<file path="config.mk">
export PLATFORM = sky130hd
export DESIGN_NAME = njd_back
export DESIGN_NICKNAME = d
export VERILOG_FILES = /design/src/rtl/core/njd_pkg.sv /design/src/rtl/core/njd_back.sv
export SDC_FILE = /design/constraint.sdc
export NUM_CORES = 2
export LEC_CHECK = 0
export BUFFER_PORTS_ARGS = -buffer_cell sky130_fd_sc_hd__buf_2
export CORE_AREA = 2 2 554 556
export CTS_CLUSTER_DIAMETER = 120
export CTS_CLUSTER_SIZE = 14
export DETAILED_ROUTE_END_ITERATION = 10
export DIE_AREA = 0 0 556 558
export GPL_TIMING_DRIVEN = 0
export PLACE_DENSITY_LB_ADDON = 0.12
export SLEW_MARGIN = 20
export SYNTH_ARGS = -nofsm -noshare
export SYNTH_HDL_FRONTEND = slang
export SYNTH_MEMORY_MAX_BITS = 65536
export SYNTH_SLANG_ARGS = --single-unit
</file>
<file path="constraint.sdc">
create_clock -name clk -period 10.2 [get_ports clk]
set_input_delay 2.04 -clock clk [delete_from_list [all_inputs] [get_ports clk]]
set_output_delay 2.04 -clock clk [all_outputs]
set_load 0.02 [all_outputs]
</file>
<file path="src/rtl/core/njd_pkg.sv">
// Shared types and codes for the non-preemptive job dispatcher.
// No dependencies.
package njd_pkg;

	localparam int ID_W    = 6;
	localparam int BURST_W = 16;
	localparam int OFF_W   = 16;
	localparam int TIME_W  = 32;
	localparam int RC_W    = 7;
	localparam int KIND_W  = 2;
	localparam int POL_W   = 2;

	// command codes
	localparam logic CMD_ARRIVE = 1'b0;
	localparam logic CMD_TICK   = 1'b1;

	// result kinds
	localparam logic [KIND_W-1:0] KIND_ACCEPT = 2'd0;
	localparam logic [KIND_W-1:0] KIND_DROP   = 2'd1;
	localparam logic [KIND_W-1:0] KIND_IDLE   = 2'd2;
	localparam logic [KIND_W-1:0] KIND_DISP   = 2'd3;

	// dispatch policies (any other code acts as arrival order)
	localparam logic [POL_W-1:0] POL_FCFS  = 2'd0;
	localparam logic [POL_W-1:0] POL_SJF   = 2'd1;
	localparam logic [POL_W-1:0] POL_LOWID = 2'd2;

	typedef struct packed {
		logic               command;
		logic [ID_W-1:0]    job_id;
		logic [BURST_W-1:0] burst;
		logic [OFF_W-1:0]   response_offset;
	} in_beat_t;

	typedef struct packed {
		logic [KIND_W-1:0] kind;
		logic [ID_W-1:0]   out_job_id;
		logic [TIME_W-1:0] start_tick;
		logic [TIME_W-1:0] finish_tick;
		logic [TIME_W-1:0] wait_time;
		logic [TIME_W-1:0] turnaround_ticks;
		logic [TIME_W-1:0] response_ticks;
		logic [RC_W-1:0]   ready_count;
	} out_beat_t;

endpackage

</file>
<file path="src/rtl/core/njd_back.sv">
// Back end: ready store in a memory, scan for the best job, compaction
// sweep, time keeping and the registered result beat. Depends on njd_pkg.
module njd_back #(
	parameter int QUEUE_DEPTH = 64
) (
	input  logic                             clk,
	input  logic                             arst_n,
	input  logic [njd_pkg::POL_W-1:0]        policy,
	input  logic                             q_valid,
	input  njd_pkg::in_beat_t                q_beat,
	output logic                             pop,
	output logic                             out_valid,
	input  logic                             out_ready,
	output njd_pkg::out_beat_t               out_data
);
	import njd_pkg::*;

	localparam int AW = $clog2(QUEUE_DEPTH);
	localparam int CW = $clog2(QUEUE_DEPTH + 1);
	localparam logic [CW-1:0] DEPTH_C = CW'(QUEUE_DEPTH);

	typedef enum logic [2:0] {S_IDLE, S_SCAN, S_CALC, S_SHIFT, S_DONE} state_t;

	typedef struct packed {
		logic [ID_W-1:0]    job_id;
		logic [BURST_W-1:0] burst;
		logic [OFF_W-1:0]   offset;
		logic [TIME_W-1:0]  arrival;
	} slot_t;

	slot_t             mem [QUEUE_DEPTH];
	slot_t             rdata_q;
	slot_t             best_q;
	slot_t             wr_data;
	state_t            st_q;
	logic [CW-1:0]     cnt_q;
	logic [CW-1:0]     nx_q;
	logic [CW-1:0]     cnt_m1;
	logic [AW-1:0]     ri_q;
	logic [AW-1:0]     bidx_q;
	logic [AW-1:0]     rd_addr;
	logic [AW-1:0]     wr_addr;
	logic              rv_q;
	logic [TIME_W-1:0] now_q;
	logic              busy_q;
	logic [TIME_W-1:0] busy_until_q;
	logic [TIME_W-1:0] fin_q;
	logic [TIME_W-1:0] wait_q;
	logic [TIME_W-1:0] rs_q;
	logic              ovalid_q;
	out_beat_t         out_q;
	out_beat_t         plain_res;

	logic out_free;
	logic rd_en;
	logic is_full;
	logic arr_wr;
	logic sh_wr;
	logic better;
	logic release_now;
	logic can_disp;
	logic scan_last;
	logic shift_done;
	logic res_load;

	assign out_valid  = ovalid_q;
	assign out_data   = out_q;
	assign out_free   = !ovalid_q || out_ready;
	assign pop        = (st_q == S_IDLE) && q_valid && out_free;
	assign rd_en      = ((st_q == S_SCAN) || (st_q == S_SHIFT)) && (nx_q < cnt_q);
	assign rd_addr    = nx_q[AW-1:0];
	assign is_full    = (cnt_q == DEPTH_C);
	assign arr_wr     = pop && (q_beat.command == CMD_ARRIVE) && !is_full;
	assign sh_wr      = (st_q == S_SHIFT) && rv_q;
	assign cnt_m1     = cnt_q - CW'(1);
	assign scan_last  = rv_q && (ri_q == cnt_m1[AW-1:0]);
	assign shift_done = (st_q == S_SHIFT) && !rd_en && !rv_q;
	assign release_now = busy_q && (now_q == busy_until_q);
	assign can_disp   = (!busy_q || release_now) && (cnt_q != '0);
	// a result beat is loaded on every popped beat except a dispatching tick,
	// which loads its result from S_DONE
	assign res_load   = (pop && !((q_beat.command == CMD_TICK) && can_disp))
	                  || ((st_q == S_DONE) && out_free);

	always_comb begin
		wr_addr = sh_wr ? (ri_q - AW'(1)) : cnt_q[AW-1:0];
		if (sh_wr) begin
			wr_data = rdata_q;
		end else begin
			wr_data.job_id  = q_beat.job_id;
			wr_data.burst   = q_beat.burst;
			wr_data.offset  = q_beat.response_offset;
			wr_data.arrival = now_q;
		end
	end

	// result of an arrival or of a tick that dispatches nothing
	always_comb begin
		plain_res = '0;
		if (q_beat.command == CMD_ARRIVE) begin
			plain_res.kind        = is_full ? KIND_DROP : KIND_ACCEPT;
			plain_res.ready_count = is_full ? RC_W'(cnt_q) : RC_W'(cnt_q + CW'(1));
		end else begin
			plain_res.kind        = KIND_IDLE;
			plain_res.ready_count = RC_W'(cnt_q);
		end
	end

	// strict compare keeps the earliest arrival on ties
	always_comb begin
		unique case (policy)
			POL_SJF:   better = (rdata_q.burst < best_q.burst);
			POL_LOWID: better = (rdata_q.job_id < best_q.job_id);
			default:   better = 1'b0;
		endcase
	end

	always_ff @(posedge clk) begin
		if (arr_wr || sh_wr) begin
			mem[wr_addr] <= wr_data;
		end
		if (rd_en) begin
			rdata_q <= mem[rd_addr];
		end
	end

	always_ff @(posedge clk or negedge arst_n) begin
		if (!arst_n) begin
			st_q         <= S_IDLE;
			cnt_q        <= '0;
			nx_q         <= '0;
			ri_q         <= '0;
			rv_q         <= 1'b0;
			bidx_q       <= '0;
			best_q       <= '0;
			now_q        <= '0;
			busy_q       <= 1'b0;
			busy_until_q <= '0;
			fin_q        <= '0;
			wait_q       <= '0;
			rs_q         <= '0;
			ovalid_q     <= 1'b0;
			out_q        <= '0;
		end else begin
			rv_q <= rd_en;
			if (rd_en) begin
				ri_q <= rd_addr;
			end
			if (res_load) begin
				ovalid_q <= 1'b1;
			end else if (out_ready) begin
				ovalid_q <= 1'b0;
			end
			unique case (st_q)
				S_IDLE: begin
					if (pop) begin
						if (q_beat.command == CMD_ARRIVE) begin
							out_q <= plain_res;
							if (!is_full) begin
								cnt_q <= cnt_q + CW'(1);
							end
						end else begin
							if (release_now) begin
								busy_q <= 1'b0;
							end
							if (can_disp) begin
								nx_q <= '0;
								st_q <= S_SCAN;
							end else begin
								out_q <= plain_res;
								now_q <= now_q + TIME_W'(1);
							end
						end
					end
				end
				S_SCAN: begin
					if (rd_en) begin
						nx_q <= nx_q + CW'(1);
					end
					if (rv_q && ((ri_q == '0) || better)) begin
						best_q <= rdata_q;
						bidx_q <= ri_q;
					end
					if (scan_last) begin
						st_q <= S_CALC;
					end
				end
				S_CALC: begin
					fin_q  <= now_q + TIME_W'(best_q.burst);
					wait_q <= now_q - best_q.arrival;
					rs_q   <= now_q + TIME_W'(best_q.offset);
					nx_q   <= CW'(bidx_q) + CW'(1);
					st_q   <= S_SHIFT;
				end
				S_SHIFT: begin
					if (rd_en) begin
						nx_q <= nx_q + CW'(1);
					end
					if (shift_done) begin
						st_q <= S_DONE;
					end
				end
				S_DONE: begin
					if (out_free) begin
						out_q.kind             <= KIND_DISP;
						out_q.out_job_id       <= best_q.job_id;
						out_q.start_tick       <= now_q;
						out_q.finish_tick      <= fin_q;
						out_q.wait_time        <= wait_q;
						out_q.turnaround_ticks <= fin_q - best_q.arrival;
						out_q.response_ticks   <= rs_q - best_q.arrival;
						out_q.ready_count      <= RC_W'(cnt_m1);
						cnt_q                  <= cnt_m1;
						busy_q                 <= (best_q.burst != '0);
						busy_until_q           <= fin_q;
						now_q                  <= now_q + TIME_W'(1);
						st_q                   <= S_IDLE;
					end
				end
				default: st_q <= S_IDLE;
			endcase
		end
	end

	a_cnt_bound: assert property (@(posedge clk) disable iff (!arst_n)
		cnt_q <= DEPTH_C)
		else $error("ready count above store depth");

	a_shift_addr: assert property (@(posedge clk) disable iff (!arst_n)
		(st_q == S_SHIFT && rv_q) |-> (ri_q != '0))
		else $error("compaction write below slot zero");

	a_scan_nonempty: assert property (@(posedge clk) disable iff (!arst_n)
		(st_q == S_SCAN) |-> (cnt_q != '0))
		else $error("scan of an empty store");

	a_done_dec: assert property (@(posedge clk) disable iff (!arst_n)
		(st_q == S_DONE && out_free) |=> (cnt_q == $past(cnt_m1)))
		else $error("dispatch did not remove one job");

endmodule

</file>
# Yosys cells after proc, flatten, opt, wreduce, memory -nomap -nowiden

Memories as Yosys holds them, arrays and structs flattened. A register that Yosys moved wholly into a read port is not among the register bits.
Cells that the tools add are included.

Flip-flop bits (word level): 437
Bits in latches: 0
RAM bits: 4480
Memory bits (read-only): 0
Memories: 1

Add/sub/neg operators: 11
$mul: 0
Div/mod/pow operators: 0
Magnitude comparators: 3
Equal/unequal tests: 19
Shifts and indexed selects: 0
Multiplexer cells: 41
Bitwise operators: 1
Reductions and logical operators: 43

Memory list:

| memory | depth | width | rd ports | clocked after Yosys merged registers in | write ports | line           | source |
|---|---|---|---|---|---|---|---|
| mem    | 64    | 70    | 1        | 1                                       | 1           | njd_back.sv:31 | `slot_t mem [QUEUE_DEPTH];` |

Operators by type and width:

| kind                                          | number |
|---|---|
| 2-to-1 mux 175 bit                            | 4 |
| one-hot mux 175 bit (2 select lines)          | 1 |
| 2-to-1 mux 32 bit                             | 4 |
| subtractor 32 bit                             | 3 |
| 2-to-1 mux 70 bit                             | 1 |
| adder 32 x 16 -> 32 bit                       | 2 |
| one-hot mux 32 bit (2 select lines)           | 1 |
| 2-to-1 mux 7 bit                              | 8 |
| adder 32 x 1 -> 32 bit, second input constant | 1 |
| equality test 32 bit                          | 1 |
| one-hot mux 7 bit (3 select lines)            | 1 |
| 2-to-1 mux 3 bit                              | 6 |
| < comparator 16 bit                           | 1 |
| != test 2 bit, second input constant          | 8 |
| nonzero test 16 bit                           | 1 |
| logical AND 1 bit                             | 15 |
| one-hot mux 3 bit (5 select lines)            | 1 |
| AND reduction 5 bit                           | 3 |
| adder 7 x 1 -> 7 bit, second input constant   | 2 |
| one-hot mux 7 bit (2 select lines)            | 1 |
| 2-to-1 mux 1 bit                              | 9 |
| adder 6 x 1 -> 7 bit, second input constant   | 1 |
| equality test 7 bit, second input constant    | 1 |
| < comparator 7 bit                            | 1 |
| other kinds (27)                              | 41 |

# Depth between registers and ports, before layout

Depth after elaboration: 9
Mapped depth: 13
Depth with buffers taken out: 13

# Worst setup path after synthesis

Ideal clock, no wire load.

Path kind: in2reg
From: input out_ready
To: memory mem[32][0] in the netlist's numbering (enable)
Setup time: 0.499 ns
Data arrival time: 6.129 ns
Data required time: 9.701 ns
Path slack: 3.572 ns
Cell stages on the path: 7
Path through: nand2b_1 -> nand3_1 -> inv_1 -> nand2_1 -> o22ai_1 -> nand3_1 -> nor2_1

Cells in the longest elaborated chain, start to end: 7

RTL lines:

| what                                   | line            | source |
|---|---|---|
| start, declared                        | njd_back.sv:13  | `input logic out_ready,` |
| logical OR 1 bit                       | njd_back.sv:68  | `assign out_free = !ovalid_q \|\| out_ready;` |
| logical AND 1 bit                      | njd_back.sv:69  | `assign pop = (st_q == S_IDLE) && q_valid && out_free;` |
| via pop                                | njd_back.sv:11  | `output logic pop,` |
| logical AND 1 bit (2 in series)        | njd_back.sv:73  | `assign arr_wr = pop && (q_beat.command == CMD_ARRIVE) && !is_full;` |
| logical OR 1 bit                       | njd_back.sv:119 | `if (arr_wr \|\| sh_wr) begin` |
| 2-to-1 mux 1 bit                       | njd_back.sv:119 |  |
| 2-to-1 mux 1 bit (not written as such) | njd_back.sv:120 | `mem[wr_addr] <= wr_data;` |
| end, declared                          | njd_back.sv:31  |  |

The timed path passes the listed nets, and every way through them passes these cells.

# Worst setup path after layout

From: input out_ready
To: output pop

Cells in the longest elaborated chain, start to end: 2

RTL lines:

| what              | line |
|---|---|
| logical OR 1 bit  | njd_back.sv:68 |
| logical AND 1 bit | njd_back.sv:69 |
| end, declared     | njd_back.sv:11 |

Every way passes these cells.

==> impl_results.md <==
* Outcome: finished, final reports clean
* Fin Clk Skew at 46.53 ps
* CTS tree: built
* Startpoint of the lowest-slack register-to-register path: nx_q[1]$_DFFE_PN0P_
* Cell taking the most area after synthesis: sky130_fd_sc_hd__edfxtp_1
* Count of pins on the block boundary at 222
* Internal power at 43290 uW
* Share of cells above drive strength 1 at 28.40%
* Area share of xor/xnor cells in the synthesized design at 0.8795%
* Initial antenna violation count at 55
* Final routed DRC violation total at 0
* Core box area at 304500 um2
* Most frequent CP cell: sky130_fd_sc_hd__buf_2
* Top cells by area, synth: sky130_fd_sc_hd__edfxtp_1 (69%), sky130_fd_sc_hd__mux4_2 (17%), sky130_fd_sc_hd__dfrtp_1 (5.5%), sky130_fd_sc_hd__ha_1 (1.0%), sky130_fd_sc_hd__mux2_2 (0.87%)
* Detail-routed net length per standard cell at 39.67 um
* Transition time at the pin with the least slew margin at 1256 ps
* Comb pwr share at 35.8%
* Final critical path time including I/O delays and setup at 4978 ps
* Placer Congestion at 0.9508
* MaxCap Viol Count at 0
* Adder-cell share of the synthesized area at 1.066%
* Synthesis-stage register bit count at 4987
* Longest individual stage delay on the worst path at 250 ps
* Pwr Density at 297.3 nW/um2
* Maximum number of pins on one net before global-route repair at 106
* Data required time of the critical path at 8160 ps
* Synthesized net count at 9319
* Worst hold start: out_data[0]$_DFFE_PN0P_
* Crit start category: input pin
* HP Class: flop to flop
* Maximum clock insertion buffer count at 4
* Count of input and output buffers at 220
* Setup violation total in the final timing report at 0
* Clk slew on worst S/H paths at 60 ps
* Library cell contributing the largest single delay on the critical path: sky130_fd_sc_hd__inv_1
* Cells resized by post-CTS repair at 0
* Launch point of the worst path: out_ready
* Global routing usage summed across all routing layers at 36.56%
* Clk_lat worst skew at 970 ps
* Element type at the critical path end: primary output
* Crit path cell chain: buf_2, nand2b_1, nand3_1, inv_1, buf_2
* Overall die area at 310200 um2
* Main combinational cell family by area after synthesis: multiplexers
* Area Growth Syn to Fin at 12.31%
* Proportion of total power due to net switching at 34.24%
* Number of buffers added by the clock tree synthesis step at 394
* Overall power of the completed layout at 65830 uW
* Maximum clock frequency at 200.9 MHz
* Total number of vias at 102500
* Worst rel slew slack at 16.28%
* Mapped Avg Cell Area at 21.65 um2
* Sum of routed wire length over all layers at 561300 um
* Wire length of the first global-routing pass at 777600 um
* Cell area after synthesis at 197200 um2
* Post-Syn Instances at 9109
* Vias in the first global route at 102400
* Async set-or-reset flop fraction in the synthesized netlist at 8.763%
* VDD IR-drop max at 0.0005534 V
* Signal arrival time at the worst endpoint at 2940 ps
* Height of the die at 558 um
* Total half-perimeter wirelength after legalization and detailed placement at 385100 um
* Clk network pwr share at 21.0%
* CTS H-Tree Depth at 5
* Register share of total power at 43.2%
* Basic-gate share of the synthesized area counting and, or, nand and nor cells at 1.839%
* Cell with the most instances after synthesis: sky130_fd_sc_hd__edfxtp_1
* Gr ovfl total at 0
* Most common flop cell mapped by yosys: sky130_fd_sc_hd__edfxtp_1
* Buffers inserted by post-CTS timing repair at 0
* CP Class: input pin to primary output
* Number of buffers inserted for hold repair after clock tree synthesis at 0
* Clock net sink count at 4987
* Unrepaired setup endpoints after global routing: no
* Placed cell count at 13630
* Total net switching power at 22540 uW
* Final Net Count at 10240
* Number of enable-type register cells in the synthesized netlist at 4550
* Number of hold violations in the final report at 0
* Clock tree root driver cell: sky130_fd_sc_hd__clkbuf_16
* Mux contribution to synthesized area at 17.69%
* First-pass detailed-route iteration total at 8
* Starting density of the core at 64.75%
* Portion of synthesized cell area occupied by the leading cell type at 69.29%
* Worst Path Max Fanout at 6
* Pins over their slew limit at 0
* Most frequent cells after synthesis: sky130_fd_sc_hd__edfxtp_1 (4550), sky130_fd_sc_hd__mux4_2 (1470), sky130_fd_sc_hd__dfrtp_1 (437), sky130_fd_sc_hd__nand2_1 (378), sky130_fd_sc_hd__clkbuf_1 (274)
* DR iter-0 viols at 16470
* Post-synth cell types at 79
* Synth Area in Compound Gates at 2.517%
* Die width at 556 um
* Core Rows at 203
* Mean number of vias per cell at 7.243
* Yosys warning count at 0
* Leak at 0.07347 uW
* Hold Slack at 479.4 ps
* Number of nets with antenna violations after detailed routing at 0
* Post-layout instance count excluding filler cells at 14150
* Final period util at 48.80%
* Proportion of synthesized chip area in sequential cells at 74.84%
-- critical path: cells and delay by family --
family / cells / cell delay (ps)
buffers and inverters: 3 / 570
and+or+nand+nor: 2 / 330
-- per-stage QoR --
stage                     setup TNS (ps)  cell area (um2)  utilization, %  setup WS [ps]
after global routing                   0           221300           72.68           5159
after floorplan                        0           197200               -           3572
after global placement          -5049760           203300           66.75          -1710
after CTS                              0           221100           72.59           5252
final                                  0           221500           72.72           5222
after detailed placement               0           210600           69.15           4445
-- flip-flops by register name (all words and copies together) (netlist names), 7 cells and up --
name	cells
busy_until_q	32
wait_q	32
now_q	32
best_q	70
nx_q	7
mem	4480
rdata_q	70
out_data	175
rs_q	32
cnt_q	7
fin_q	32
-- layout by cell type (no fill, tap or decap), types with 102 or more instances in the layout --
cell	netlist	routed
sky130_fd_sc_hd__buf_2	110	345
sky130_fd_sc_hd__o21ai_0	216	216
sky130_fd_sc_hd__dfrtp_1	437	437
sky130_fd_sc_hd__nor2_1	171	106
sky130_fd_sc_hd__mux2_2	153	102
sky130_fd_sc_hd__xor2_1	103	103
sky130_fd_sc_hd__mux4_2	1470	1470
sky130_fd_sc_hd__a21oi_1	135	135
sky130_fd_sc_hd__clkbuf_16	0	400
sky130_fd_sc_hd__buf_12	0	212
sky130_fd_sc_hd__edfxtp_1	4550	4550
sky130_fd_sc_hd__a22o_1	103	103
sky130_fd_sc_hd__ha_1	160	160
sky130_fd_sc_hd__nand2_1	378	378
sky130_fd_sc_hd__inv_1	111	111
sky130_fd_sc_hd__clkbuf_1	274	257
-- layout make-up --
| class | instances | area [um2] |
|---|---|---|
| inverter | 111 | 416.7 |
| multi-input combinational | 3548 | 47980 |
| buffer | 463 | 2002 |
| timing repair buffer | 528 | 7863 |
| fill | 16840 | 83080 |
| clock buffer | 435 | 10140 |
| tap | 3997 | 5001 |
| antenna | 61 | 152.6 |
| sequential | 4987 | 147600 |
| clock inverter | 19 | 334.1 |
-- power groups by stage --
stage          logic, uW  clock network [uW]  registers (uW)
2_1_floorplan      14000                   0           28300
3_3_place_gp       21100                   0           29100
3_5_place_dp       22800                   0           28900
4_1_cts            23100               13900           28400
5_1_grt            24500               14500           28500
6_report           23600               13800           28500
-- kinds of logic (layout without fill, tap and decap cells) --
| family | after synthesis | count (layout) |
|---|---|---|
| compound gates | 744 | 744 |
| xor+xnor | 198 | 198 |
| flops | 4987 | 4987 |
| other cells | 0 | 61 |
| simple gates | 813 | 813 |
| mux | 1628 | 1628 |
| fa+ha+maj | 165 | 165 |
| buf+inv | 574 | 1556 |
-- final timing paths --
path,to,slack [ps],cells after the start
setup / recovery,pop,5220,5
hold / removal,out_data[0]$_DFFE_PN0P_,480,2
setup reg to reg,rdata_q[67]$_DFFE_PP_,5320,8
hold reg to reg,out_data[0]$_DFFE_PN0P_,480,2
max in group asynchronous,now_q[31]$_DFFE_PN0P_,8270,2
min in group asynchronous,out_data[76]$_DFFE_PN0P_,1010,1
-- metal layers --
layer  wire (um)  vias to the layer above  GRT usage (%)
met2      263900                     7760          56.14
li1            -                    39690              -
met3       76360                     1290          11.52
met4       27810                       28          16.25
met1      192900                    53710          48.87
met5         301                        -         0.2779
Note: power is estimated with default switching activity, not from simulation.
