<file path="config.mk">
export PLATFORM = sky130hd
export DESIGN_NAME = njd_front
export DESIGN_NICKNAME = d
export VERILOG_FILES = /design/src/rtl/core/njd_pkg.sv /design/src/rtl/core/njd_front.sv
export SDC_FILE = /design/constraint.sdc
export NUM_CORES = 1
export LEC_CHECK = 0
export ABC_AREA = 1
export BUFFER_PORTS_ARGS = -buffer_cell sky130_fd_sc_hd__buf_2
export CAP_MARGIN = 20
export CELL_PAD_IN_SITES_DETAIL_PLACEMENT = 0
export CELL_PAD_IN_SITES_GLOBAL_PLACEMENT = 1
export CORE_ASPECT_RATIO = 1.4
export CORE_MARGIN = 2
export CORE_UTILIZATION = 31
export CTS_CLUSTER_SIZE = 8
export DETAILED_ROUTE_END_ITERATION = 10
export GPL_TIMING_DRIVEN = 1
export PLACE_DENSITY = 0.65
export SLEW_MARGIN = 5
export SYNTH_ARGS = -nofsm -noshare
export SYNTH_HDL_FRONTEND = slang
export SYNTH_SLANG_ARGS = --single-unit
export TNS_END_PERCENT = 100
</file>
<file path="constraint.sdc">
create_clock -name clk -period 2.7 [get_ports clk]
set_input_delay 0.405 -clock clk [delete_from_list [all_inputs] [get_ports clk]]
set_output_delay 0.405 -clock clk [all_outputs]
set_load 0.02 [all_outputs]
</file>
<file path="src/rtl/core/njd_pkg.sv">
// Shared types and codes for the non-preemptive job dispatcher.
// No dependencies.
package njd_pkg;

	localparam int ID_W    = 6;
	localparam int BURST_W = 16;
	localparam int OFF_W   = 16;
	localparam int TIME_W  = 32;
	localparam int RC_W    = 7;
	localparam int KIND_W  = 2;
	localparam int POL_W   = 2;

	// command codes
	localparam logic CMD_ARRIVE = 1'b0;
	localparam logic CMD_TICK   = 1'b1;

	// result kinds
	localparam logic [KIND_W-1:0] KIND_ACCEPT = 2'd0;
	localparam logic [KIND_W-1:0] KIND_DROP   = 2'd1;
	localparam logic [KIND_W-1:0] KIND_IDLE   = 2'd2;
	localparam logic [KIND_W-1:0] KIND_DISP   = 2'd3;

	// dispatch policies (any other code acts as arrival order)
	localparam logic [POL_W-1:0] POL_FCFS  = 2'd0;
	localparam logic [POL_W-1:0] POL_SJF   = 2'd1;
	localparam logic [POL_W-1:0] POL_LOWID = 2'd2;

	typedef struct packed {
		logic               command;
		logic [ID_W-1:0]    job_id;
		logic [BURST_W-1:0] burst;
		logic [OFF_W-1:0]   response_offset;
	} in_beat_t;

	typedef struct packed {
		logic [KIND_W-1:0] kind;
		logic [ID_W-1:0]   out_job_id;
		logic [TIME_W-1:0] start_tick;
		logic [TIME_W-1:0] finish_tick;
		logic [TIME_W-1:0] wait_time;
		logic [TIME_W-1:0] turnaround_ticks;
		logic [TIME_W-1:0] response_ticks;
		logic [RC_W-1:0]   ready_count;
	} out_beat_t;

endpackage

</file>
<file path="src/rtl/core/njd_front.sv">
// Front end: two-entry command queue that takes input beats and hands
// them to the back end. Depends on njd_pkg.
module njd_front (
	input  logic              clk,
	input  logic              arst_n,
	input  logic              in_valid,
	output logic              in_ready,
	input  njd_pkg::in_beat_t in_data,
	output logic              q_valid,
	output njd_pkg::in_beat_t q_beat,
	input  logic              pop
);
	import njd_pkg::*;

	in_beat_t   fifo_q [2];
	logic       wp_q;
	logic       rp_q;
	logic [1:0] fill_q;
	logic       push;

	assign in_ready = (fill_q != 2'd2);
	assign q_valid  = (fill_q != 2'd0);
	assign q_beat   = fifo_q[rp_q];
	assign push     = in_valid && in_ready;

	always_ff @(posedge clk) begin
		if (push) begin
			fifo_q[wp_q] <= in_data;
		end
	end

	always_ff @(posedge clk or negedge arst_n) begin
		if (!arst_n) begin
			wp_q   <= 1'b0;
			rp_q   <= 1'b0;
			fill_q <= 2'd0;
		end else begin
			if (push) begin
				wp_q <= ~wp_q;
			end
			if (pop) begin
				rp_q <= ~rp_q;
			end
			unique case ({push, pop})
				2'b10:   fill_q <= fill_q + 2'd1;
				2'b01:   fill_q <= fill_q - 2'd1;
				default: fill_q <= fill_q;
			endcase
		end
	end

endmodule

</file>
Word-level counts from Yosys, hierarchy flattened:

Memory sizes are Yosys's and may differ from the RTL's.
Cells that the tools add are included.

* output and inout bits: 41
* ROM bits: 0
* register bits: 4
* bits in latches: 0
* RAM bits: 78
* memories kept: 1
* word-level logic and storage cells: 17

Memories
* fifo_q: depth 2, bits a word 39, read ports 1, clocked after Yosys merged registers in 0, write ports 1, line njd_front.sv:15 `in_beat_t fifo_q [2];`

* order comparisons: 0
* eq/ne operators: 3
* $add $sub $neg: 2
* bitwise gates (word level): 2
* muxes and demuxes: 3
* multiply operators: 0
* divide/modulo/power cells: 0
* shifts and indexed selects: 0
* reductions and logical operators: 3

Operators by type and width (count)
* one-hot mux 2 bit (2 select lines): 1
* nonzero test 2 bit: 2
* adder 2 x 1 -> 2 bit, second input constant: 1
* == test 2 x 1 -> 1 bit, second input constant: 1
* == test 2 bit, second input constant: 1
* 2-to-1 mux 1 bit: 2
* != test 2 bit, second input constant: 1
* inverter 1 bit: 2
* subtractor 2 x 1 -> 2 bit, second input constant: 1
* logical AND 1 bit: 1

Longest topological paths before layout:

Gate-level depths: netlist of the first run.

* word-level depth: 4
* mapped depth: 9
* gate-level depth less buffers: 9

Worst setup path before layout of the first run:

OpenSTA, ideal clock, no wires.

* kind: register to register
* start point: register fill_q[0]
* end point: memory fifo_q[0][0] in the netlist's numbering (enable)
* period minus slack after synthesis: 2763 ps
* buffers on the path: 0
* setup time: 435 ps
* arrival time: 2328 ps
* path slack: -63 ps
* stages on the path, launching flop included: 5
* data required time: 2265 ps
* cells stage by stage: dfrtp_1 > inv_1 > nand2_2 > nand2_2 > nor2_1

* longest elaborated chain between the ends: 4

RTL lines
* from (decl): line njd_front.sv:18 `logic [1:0] fill_q;`
* from (signal assigned): line njd_front.sv:45 `2'b10: fill_q <= fill_q + 2'd1;`
* from (signal assigned): line njd_front.sv:46 `2'b01: fill_q <= fill_q - 2'd1;`
* from (signal assigned): line njd_front.sv:47 `default: fill_q <= fill_q;`
* != test 2 bit: line njd_front.sv:21 `assign in_ready = (fill_q != 2'd2);`
* net in_ready: line njd_front.sv:7 `output logic in_ready,`
* logical AND 1 bit: line njd_front.sv:24 `assign push = in_valid && in_ready;`
* 2-to-1 mux 1 bit: line njd_front.sv:27 `if (push) begin`
* 2-to-1 mux 1 bit (implied by the code): line njd_front.sv:28 `fifo_q[wp_q] <= in_data;`
* to (decl): line njd_front.sv:15

The timed path passes the listed nets, and every way through them passes these cells.

==> run summary, run 1 <==
Die Y: 122.8 um
Tmin final: 2247 ps
Max FO, Critical Path: 44
Share of the clock period used by the worst path: 0.8324
Initial antenna violation count: 0
Largest net degree at the start of global routing: 45
Area grow syn2layout: 27.33%
Clock Root Buffer: clkbuf_16
Hold Path Sink: fifo_q[1][31]$_DFFE_PP_
Vias per cell: 4.067
GRT Total Usage: 0.1103
Clock buffer depth: 2
IO Port Bufs: 83
Worst slack at placement: 741.3 ps
Final Max Slew Viols: 0
Horiz. Die Dim: 88.88 um
Layout cell share with drive strength beyond 1: 0.3231
Routed wire length: 5.651 mm
Vias: 1,871
Hold wc startpoint: in_data[31]
Synth cell types: 20
WHS Path Cells: 1
CP endpoint kind: output port
I/O pins: 84
Synth Net Count: 273
Yosys reg bits: 82
Ys Warns: 0
Arrival @ worst endpoint: 1840 ps
Clk sinks: 82
Max-cap violations: 0
GR Overflow Total: 0
CP required: 2300 ps
Detailed-route DRC error count: 0
CTS tree: built
Worst r2r path cells: 5
Synthesized cell area: 0.003127 mm2
Skew final: 4.855 ps
Unrepaired setup endpoints after global routing: false
Setup Fix Bufs, Post-CTS: 0
Initial core utilization: 0.3176
Initial DRT Pass Iterations: 3
Setup CP Type: register to output port
Sequential share of the synthesized area: 0.7811
Hold Crit Class: input pin to register
Leak pwr: 0.001690 uW
Fin. Hold Viols: 0
Setup TNS: 0 ps
Vias in the first global route: 1,794
Worst Max-Slew Pin Slew: 708.1 ps
H-tree depth: 3
Die area: 0.01092 mm2
Finish-stage setup viols: 0
Worst-path clk slew: 60 ps
Initial DRC count: 66
Mean Syn Cell Area: 13.65 um2
Cells after Synth: 229
Routed len/inst: 12.28 um
Gpl congestion: 0.6986
Reg-to-reg critical path startpoint: fill_q[0]$_DFFE_PN0P_
Pwr dens: 1121 mW/mm2
Worst r2r dst: fifo_q[0][13]$_DFFE_PP_
Worst skew pair latency: 320 ps
Core box area: 0.009846 mm2
Ant. Diodes: 0
Critical path launch point type: register
R2R setup slack: 1110 ps
Slew headroom: 0.5279
Worst Setup Slack, final: 452.6 ps
First-pass GRT wire length: 8.638 mm
Fmax: 445.0 MHz
VDD IR max: 0.0005081 V
Final #Nets: 364
TritonCTS Buffers: 9
Status: complete, no violations
HPWL after DPL: 3.907 mm
Row count: 43
Antenna viol nets, final: 0
final cells by class:
class | instances | area [um2]
multi-input cells | 94 | 449.2
well taps | 135 | 168.9
clock inverters | 4 | 42.54
inverters | 44 | 165.2
fillers | 980 | 5864
flip-flops and latches | 82 | 2444
clock buffers | 12 | 236.5
repair buffers | 89 | 475.5
layer usage:
layer | global-route usage | routed length [um]
met5 | 0 | 0
met4 | 0.06061 | 118
met3 | 0.03362 | 267
met2 | 0.1936 | 3094
met1 | 0.1145 | 2170
synth_stat cells:
master / count / area (um2)
a21oi_1: 1 / 5.000
buf_2: 4 / 20.02
buf_6: 2 / 22.52
buf_8: 2 / 30.03
clkbuf_2: 1 / 5.000
dfrtp_1: 4 / 100.1
edfxtp_1: 78 / 2342
ha_1: 1 / 12.51
inv_1: 44 / 165.2
nand2_1: 44 / 165.2
nand2_2: 2 / 12.51
nand3_1: 1 / 5.000
nand4_1: 1 / 6.260
nor2_1: 2 / 7.510
nor2_4: 1 / 11.26
o21ai_0: 29 / 145.1
o21ai_1: 9 / 45.04
o21ai_2: 1 / 8.760
xnor2_1: 1 / 8.760
xor2_1: 1 / 8.760
worst max-delay path by stage:
stage,startpoint,endpoint,slack (ps),cells past startpoint
2_1_floorplan,fill_q[0]$_DFFE_PN0P_,fifo_q[0][0]$_DFFE_PP_,590,4
3_3_place_gp,rp_q$_DFFE_PN0P_,q_beat[1],760,4
3_5_place_dp,rp_q$_DFFE_PN0P_,q_beat[31],740,4
4_1_cts,rp_q$_DFFE_PN0P_,q_beat[31],390,4
5_1_grt,rp_q$_DFFE_PN0P_,q_beat[29],260,4
6_report,rp_q$_DFFE_PN0P_,q_beat[27],450,4
per-stage QoR:
| stage | hold WS (ps) | cells | power [uW] | utilization | cell area [um2] |
|---|---|---|---|---|---|
| 3_5_place_dp | 222.1 | 443 | 3395 | 0.3750 | 3692 |
| 5_1_grt | 248.6 | 460 | 4773 | 0.4044 | 3981 |
| 2_1_floorplan | 109.4 | 229 | 2902 | - | 3129 |
| 3_3_place_gp | 219.4 | 443 | 3367 | 0.3750 | 3692 |
| 6_report | 269.7 | 460 | 4464 | 0.4044 | 3981 |
| 4_1_cts | 255.6 | 460 | 4543 | 0.4044 | 3981 |
kinds of logic (layout without fill, tap and decap cells):
family          count (synthesis)  count (layout)  share of synthesized area
xor+xnor                        2               2                   0.005603
fa+ha+maj                       1               1                   0.004001
buf+inv                        53             149                    0.07763
simple gates                   51              51                    0.06643
compound gates                 40              40                    0.06522
flops                          82              82                     0.7811
worst max-delay path: stages, from the launching register on:
cell	delay, ps
dfrtp_2	830
buf_4	340
nand2_1	70
o21ai_1	90
buf_2	180
what timing repair did:
| action | 4_1_cts | 5_1_grt |
|---|---|---|
| setup endpoints to repair | 0 | 0 |
| hold buffers | 1 | 0 |
| gates resized for setup | 0 | 0 |
| hold endpoints to repair | 4 | 0 |
state kept, by name (all words and copies together), names as in the netlist:
name / count
rp_q: 1
fill_q: 2
wp_q: 1
fifo_q: 78
cell usage in the layout, fill, tap and decap left out, types with 3 or more instances in the layout:
master,Yosys,layout
buf_2,4,83
edfxtp_1,78,78
inv_1,44,44
nand2_1,44,44
o21ai_0,29,29
o21ai_1,9,9
clkbuf_16,0,9
buf_4,0,4
clkbuf_1,0,3
dfrtp_1,4,3
power by group:
part           internal, uW  switching [uW]  total, uW
Sequential             1740             167       1900
Combinational           451             974       1420
Clock                   709             427       1140
Note: power is estimated with default switching activity, not from simulation.
==> run 2: changes to the inputs <==
==> constraint.sdc (replaced) <==
create_clock -name clk -period 1.84 [get_ports clk]
set_input_delay 0.276 -clock clk [delete_from_list [all_inputs] [get_ports clk]]
set_output_delay 0.276 -clock clk [all_outputs]
set_load 0.02 [all_outputs]
==> run 2 against run 1 <==
- non-clock buffer count up 1
- hold slack worse by 140 ps
- final cell count up 0.22%
- clock skew about the same
- global-route usage up 0.16 points
- die area unchanged
- clock power up 56%
- critical endpoint is now q_beat[1]
==> run summary, run 2 (synthesis results as in run 1) <==
Clock network fraction of design power: 0.264
GRT Total Usage: 0.1119
Arrival @ worst endpoint: 1430 ps
Layout cell share with drive strength beyond 1: 0.3405
VDD IR max: 0.0006903 V
Vias: 1,903
Clock Root Buffer: clkbuf_16
Largest net degree at the start of global routing: 43
Die Y: 122.8 um
CTS tree: built
Routed len/inst: 12.70 um
Clk sinks: 82
Initial DRT Pass Iterations: 4
TritonCTS Buffers: 9
Pint: 4320 uW
Pwr dens: 1674 mW/mm2
Final #Nets: 365
Commonest non-fill, non-tap cells in the layout: buf_2, edfxtp_1, inv_1, nand2_1, o21ai_0
Vias in the first global route: 1,813
Row count: 43
Die area: 0.01092 mm2
Status: complete, no violations
Leak pwr: 0.001711 uW
Area grow syn2layout: 28.73%
Unrepaired setup endpoints after global routing: false
Combinational power share: 0.339
Setup TNS: 0 ps
Finish-stage setup viols: 0
R2R setup slack: 420 ps
Worst skew pair latency: 330 ps
Worst r2r path cells: 5
Most common cell after layout, fill and taps aside: buf_2
Initial DRC count: 122
Placed Cells: 444
Largest Register: fifo_q
Share of the clock period used by the worst path: 0.9265
Fin. Hold Viols: 0
Initial core utilization: 0.3176
Sw Pwr: 2419 uW
Multi-input logic area: 449.2 um2
First-pass GRT wire length: 8.638 mm
H-tree depth: 3
Post-CTS sizing: 0
Fmax: 586.6 MHz
Final Max Slew Viols: 0
Initial antenna violation count: 0
Gpl congestion: 0.7306
Skew final: 4.498 ps
Worst-path clk slew: 60 ps
Sequential power share: 0.397
Fillers: 941
Max reg flops: 78
Routed wire length: 5.856 mm
Clock buffer depth: 2
Register Area: 0.002444 mm2
Biggest regs: fifo_q (78), fill_q (2)
I/O pins: 84
IO Port Bufs: 83
Critical path launch point type: register
Horiz. Die Dim: 88.88 um
Final Non-Filler Cells: 461
Max FO, Critical Path: 37
Slew headroom: 0.7721
Tmin final: 1705 ps
HPWL after DPL: 3.992 mm
Detailed-route DRC error count: 0
Vias per cell: 4.128
Max-cap violations: 0
Final Util: 0.4088
Ant. Diodes: 0
Sw Share: 0.3590
Setup Fix Bufs, Post-CTS: 0
WHS Path Cells: 1
GR Overflow Total: 0
CP required: 1560 ps
Antenna viol nets, final: 0
Worst Max-Slew Pin Slew: 341.8 ps
CP endpoint kind: output port
Hold Crit Class: input pin to register
Setup CP Type: register to output port
Core box area: 0.009846 mm2
run 2: metrics by stage:
stage	cell area [um2]	hold slack (ps)	power, uW	worst slack [ps]
CTS	4025	115.2	6854	73.16
finish	4025	128.9	6740	135.2
global route	4025	113.8	7139	66.25
global placement	3712	91.64	5030	470.0
detailed placement	3712	92.90	5054	432.7
floorplan	3134	-19.59	4264	144.6
run 2: critical path, stage by stage (launching register included):
cell and delay [ps]:
dfrtp_2 440, buf_12 180, o21ai_0 260, buf_2 220
run 2: layer usage:
metal / vias up / track usage / part of all wire
met2: 43 / 0.1908 / 0.54
met5: - / 0 / 0
li1: 947 / - / -
met3: 10 / 0.03362 / 0.044
met4: 0 / 0.06818 / 0.025
met1: 903 / 0.1188 / 0.39
run 2: worst paths after layout:
check,start,endpoint
min in group asynchronous,arst_n,fill_q[1]$_DFFE_PN0P_
worst max register to register,fill_q[0]$_DFFE_PN0P_,fifo_q[1][34]$_DFFE_PP_
max in group asynchronous,arst_n,rp_q$_DFFE_PN0P_
worst min-delay path,in_data[5],fifo_q[1][5]$_DFFE_PP_
worst min register to register,fill_q[0]$_DFFE_PN0P_,fill_q[0]$_DFFE_PN0P_
worst max-delay path,rp_q$_DFFE_PN0P_,q_beat[1]
run 2: power groups by stage:
| stage | Clock [uW] | Sequential [uW] | Combinational, uW |
|---|---|---|---|
| detailed placement | 0 | 2720 | 2330 |
| finish | 1780 | 2680 | 2290 |
| global route | 1910 | 2710 | 2520 |
| CTS | 1830 | 2680 | 2340 |
| floorplan | 0 | 2680 | 1580 |
| global placement | 0 | 2710 | 2320 |
run 2: final cells by class:
type | instances | share of cell area
clock buffer | 9 | 0.05595
sequential | 82 | 0.6071
timing repair buffer | 90 | 0.1231
clock inverter | 7 | 0.01927
tap | 135 | 0.04196
inverter | 44 | 0.04103
multi-input combinational | 94 | 0.1116
run 2: what timing repair did:
action | 4_1_cts | 5_1_grt
endpoints found under the hold margin | 4 | 0
hold buffers | 1 | 0
endpoints found under the setup margin | 0 | 0
==> run 3: changes to the inputs <==
--- a/config.mk
+++ b/config.mk
@@ -16,7 +16,9 @@
 export CTS_CLUSTER_SIZE = 8
 export DETAILED_ROUTE_END_ITERATION = 10
 export GPL_TIMING_DRIVEN = 1
+export HOLD_SLACK_MARGIN = 0.12
 export PLACE_DENSITY = 0.65
+export REMOVE_ABC_BUFFERS = 1
 export SLEW_MARGIN = 5
 export SYNTH_ARGS = -nofsm -noshare
 export SYNTH_HDL_FRONTEND = slang
==> run 3 against run 2 <==
- die area unchanged
- clock power down 5%
- via count down 1.2%
- sequential share of layout area up 0.27 points
- sequential power about the same
- global-route usage down 1.1 points
- clock skew down 1.2 ps
- critical endpoint unchanged
==> run summary, run 3 (synthesis results as in run 1) <==
Status: complete, no violations
Most common cell after layout, fill and taps aside: buf_2
Final Max Slew Viols: 0
Core box area: 0.009846 mm2
Final #Nets: 366
Gpl congestion: 0.6833
Setup CP Type: register to output port
Hold Crit Class: input pin to register
Worst skew pair latency: 330 ps
Initial DRT Pass Iterations: 4
Pwr dens: 1647 mW/mm2
Max FO, Critical Path: 24
Finish-stage setup viols: 0
Die Y: 122.8 um
Slew headroom: 0.7501
Commonest non-fill, non-tap cells in the layout: buf_2, edfxtp_1, inv_1, nand2_1, o21ai_0
Die area: 0.01092 mm2
Setup Fix Bufs, Post-CTS: 0
Max reg flops: 78
Leak pwr: 0.001700 uW
Vias in the first global route: 1,733
IO Port Bufs: 83
Share of the clock period used by the worst path: 0.9416
Register Area: 0.002444 mm2
Biggest regs: fifo_q (78), fill_q (2)
Largest net degree at the start of global routing: 56
I/O pins: 84
Initial DRC count: 71
Fmax: 577.2 MHz
Final Non-Filler Cells: 462
Area grow syn2layout: 28.17%
Layout cell share with drive strength beyond 1: 0.3333
Fillers: 931
CP endpoint kind: output port
Largest Register: fifo_q
Antenna viol nets, final: 0
Clk sinks: 82
CP required: 1560 ps
HPWL after DPL: 3.593 mm
TritonCTS Buffers: 9
Row count: 43
Clock Root Buffer: clkbuf_16
Horiz. Die Dim: 88.88 um
Worst Max-Slew Pin Slew: 374.8 ps
Critical path launch point type: register
Max-cap violations: 0
CTS tree: built
Routed len/inst: 11.65 um
First-pass GRT wire length: 7.838 mm
Tmin final: 1733 ps
Fin. Hold Viols: 0
VDD IR max: 0.0006465 V
Multi-input logic area: 449.2 um2
Worst-path clk slew: 60 ps
GR Overflow Total: 0
Routed wire length: 5.381 mm
Unrepaired setup endpoints after global routing: false
Initial antenna violation count: 0
Final Util: 0.4070
Dpl cell area: 0.003700 mm2
GRT Total Usage: 0.1012
Skew final: 3.260 ps
Clock buffer depth: 2
Vias per cell: 4.069
Vias: 1,880
H-tree depth: 3
Detailed-route DRC error count: 0
Ant. Diodes: 0
Arrival @ worst endpoint: 1460 ps
Initial core utilization: 0.3176
Placed Cells: 444
Fin area: 0.004008 mm2
==> run 3: cell count changes in the layout (fill, tap and decap cells not counted) <==
cell / previous run / this run
clkinv_4: 3 / 0
clkbuf_1: 0 / 2
buf_12: 2 / 1
buf_4: 4 / 5
clkinv_2: 1 / 2
clkinvlp_4: 1 / 2
dlygate4sd3_1: 1 / 2
inv_6: 1 / 0
==> run 3: final cells by class <==
cell class	count	share of cell area
clock buffer	11	0.05807
clock inverter	5	0.01374
inverter	44	0.04121
multi-input combinational	94	0.1121
sequential	82	0.6097
tap	135	0.04215
timing repair buffer	91	0.1230
==> run 3: critical path: stages, from the launching register on <==
cell,delay (ps)
dfrtp_2,420
buf_4,210
o21ai_0,280
buf_2,220
==> run 3: report_power, final <==
part           switching [uW]  internal [uW]  total [uW]
Clock                     643           1040        1690
Sequential                117           2550        2670
Combinational            1560            683        2250
==> run 3: timing repair <==
action	in CTS	in global routing
endpoints found under the hold margin	5	0
hold buffers	2	0
gates resized for setup	0	0
setup endpoints to repair	0	0
==> run 3: metal layers <==
| metal | GRT usage | up-vias | wire, um |
|---|---|---|---|
| met2 | 0.1693 | 51 | 2815 |
| li1 | - | 950 | - |
| met5 | 0 | - | 0 |
| met1 | 0.1037 | 862 | 2058 |
| met3 | 0.03362 | 17 | 305 |
| met4 | 0.07197 | 0 | 201 |
==> run 3: worst paths after layout <==
| path | endpoint | start | cells past startpoint | slack (ps) |
|---|---|---|---|---|
| setup / recovery | q_beat[1] | rp_q$_DFFE_PN0P_ | 3 | 110 |
| hold / removal | fifo_q[0][16]$_DFFE_PP_ | in_data[16] | 1 | 140 |
| setup reg to reg | fifo_q[1][31]$_DFFE_PP_ | fill_q[0]$_DFFE_PN0P_ | 5 | 410 |
| hold reg to reg | fill_q[0]$_DFFE_PN0P_ | fill_q[0]$_DFFE_PN0P_ | 1 | 500 |
| max in group asynchronous | rp_q$_DFFE_PN0P_ | arst_n | 2 | 1420 |
| min in group asynchronous | fill_q[0]$_DFFE_PN0P_ | arst_n | 2 | 290 |
==> run 3: per-stage QoR <==
step	worst slack, ps	hold slack [ps]	total power (uW)	TNS (ps)
after floorplan	-923.2	-19.59	4107	-48240
after global placement	417.2	90.91	4970	0
after detailed placement	386.8	91.36	5003	0
after CTS	94.36	120.1	6720	0
after global routing	42.52	121.4	7017	0
final	107.4	135.5	6601	0
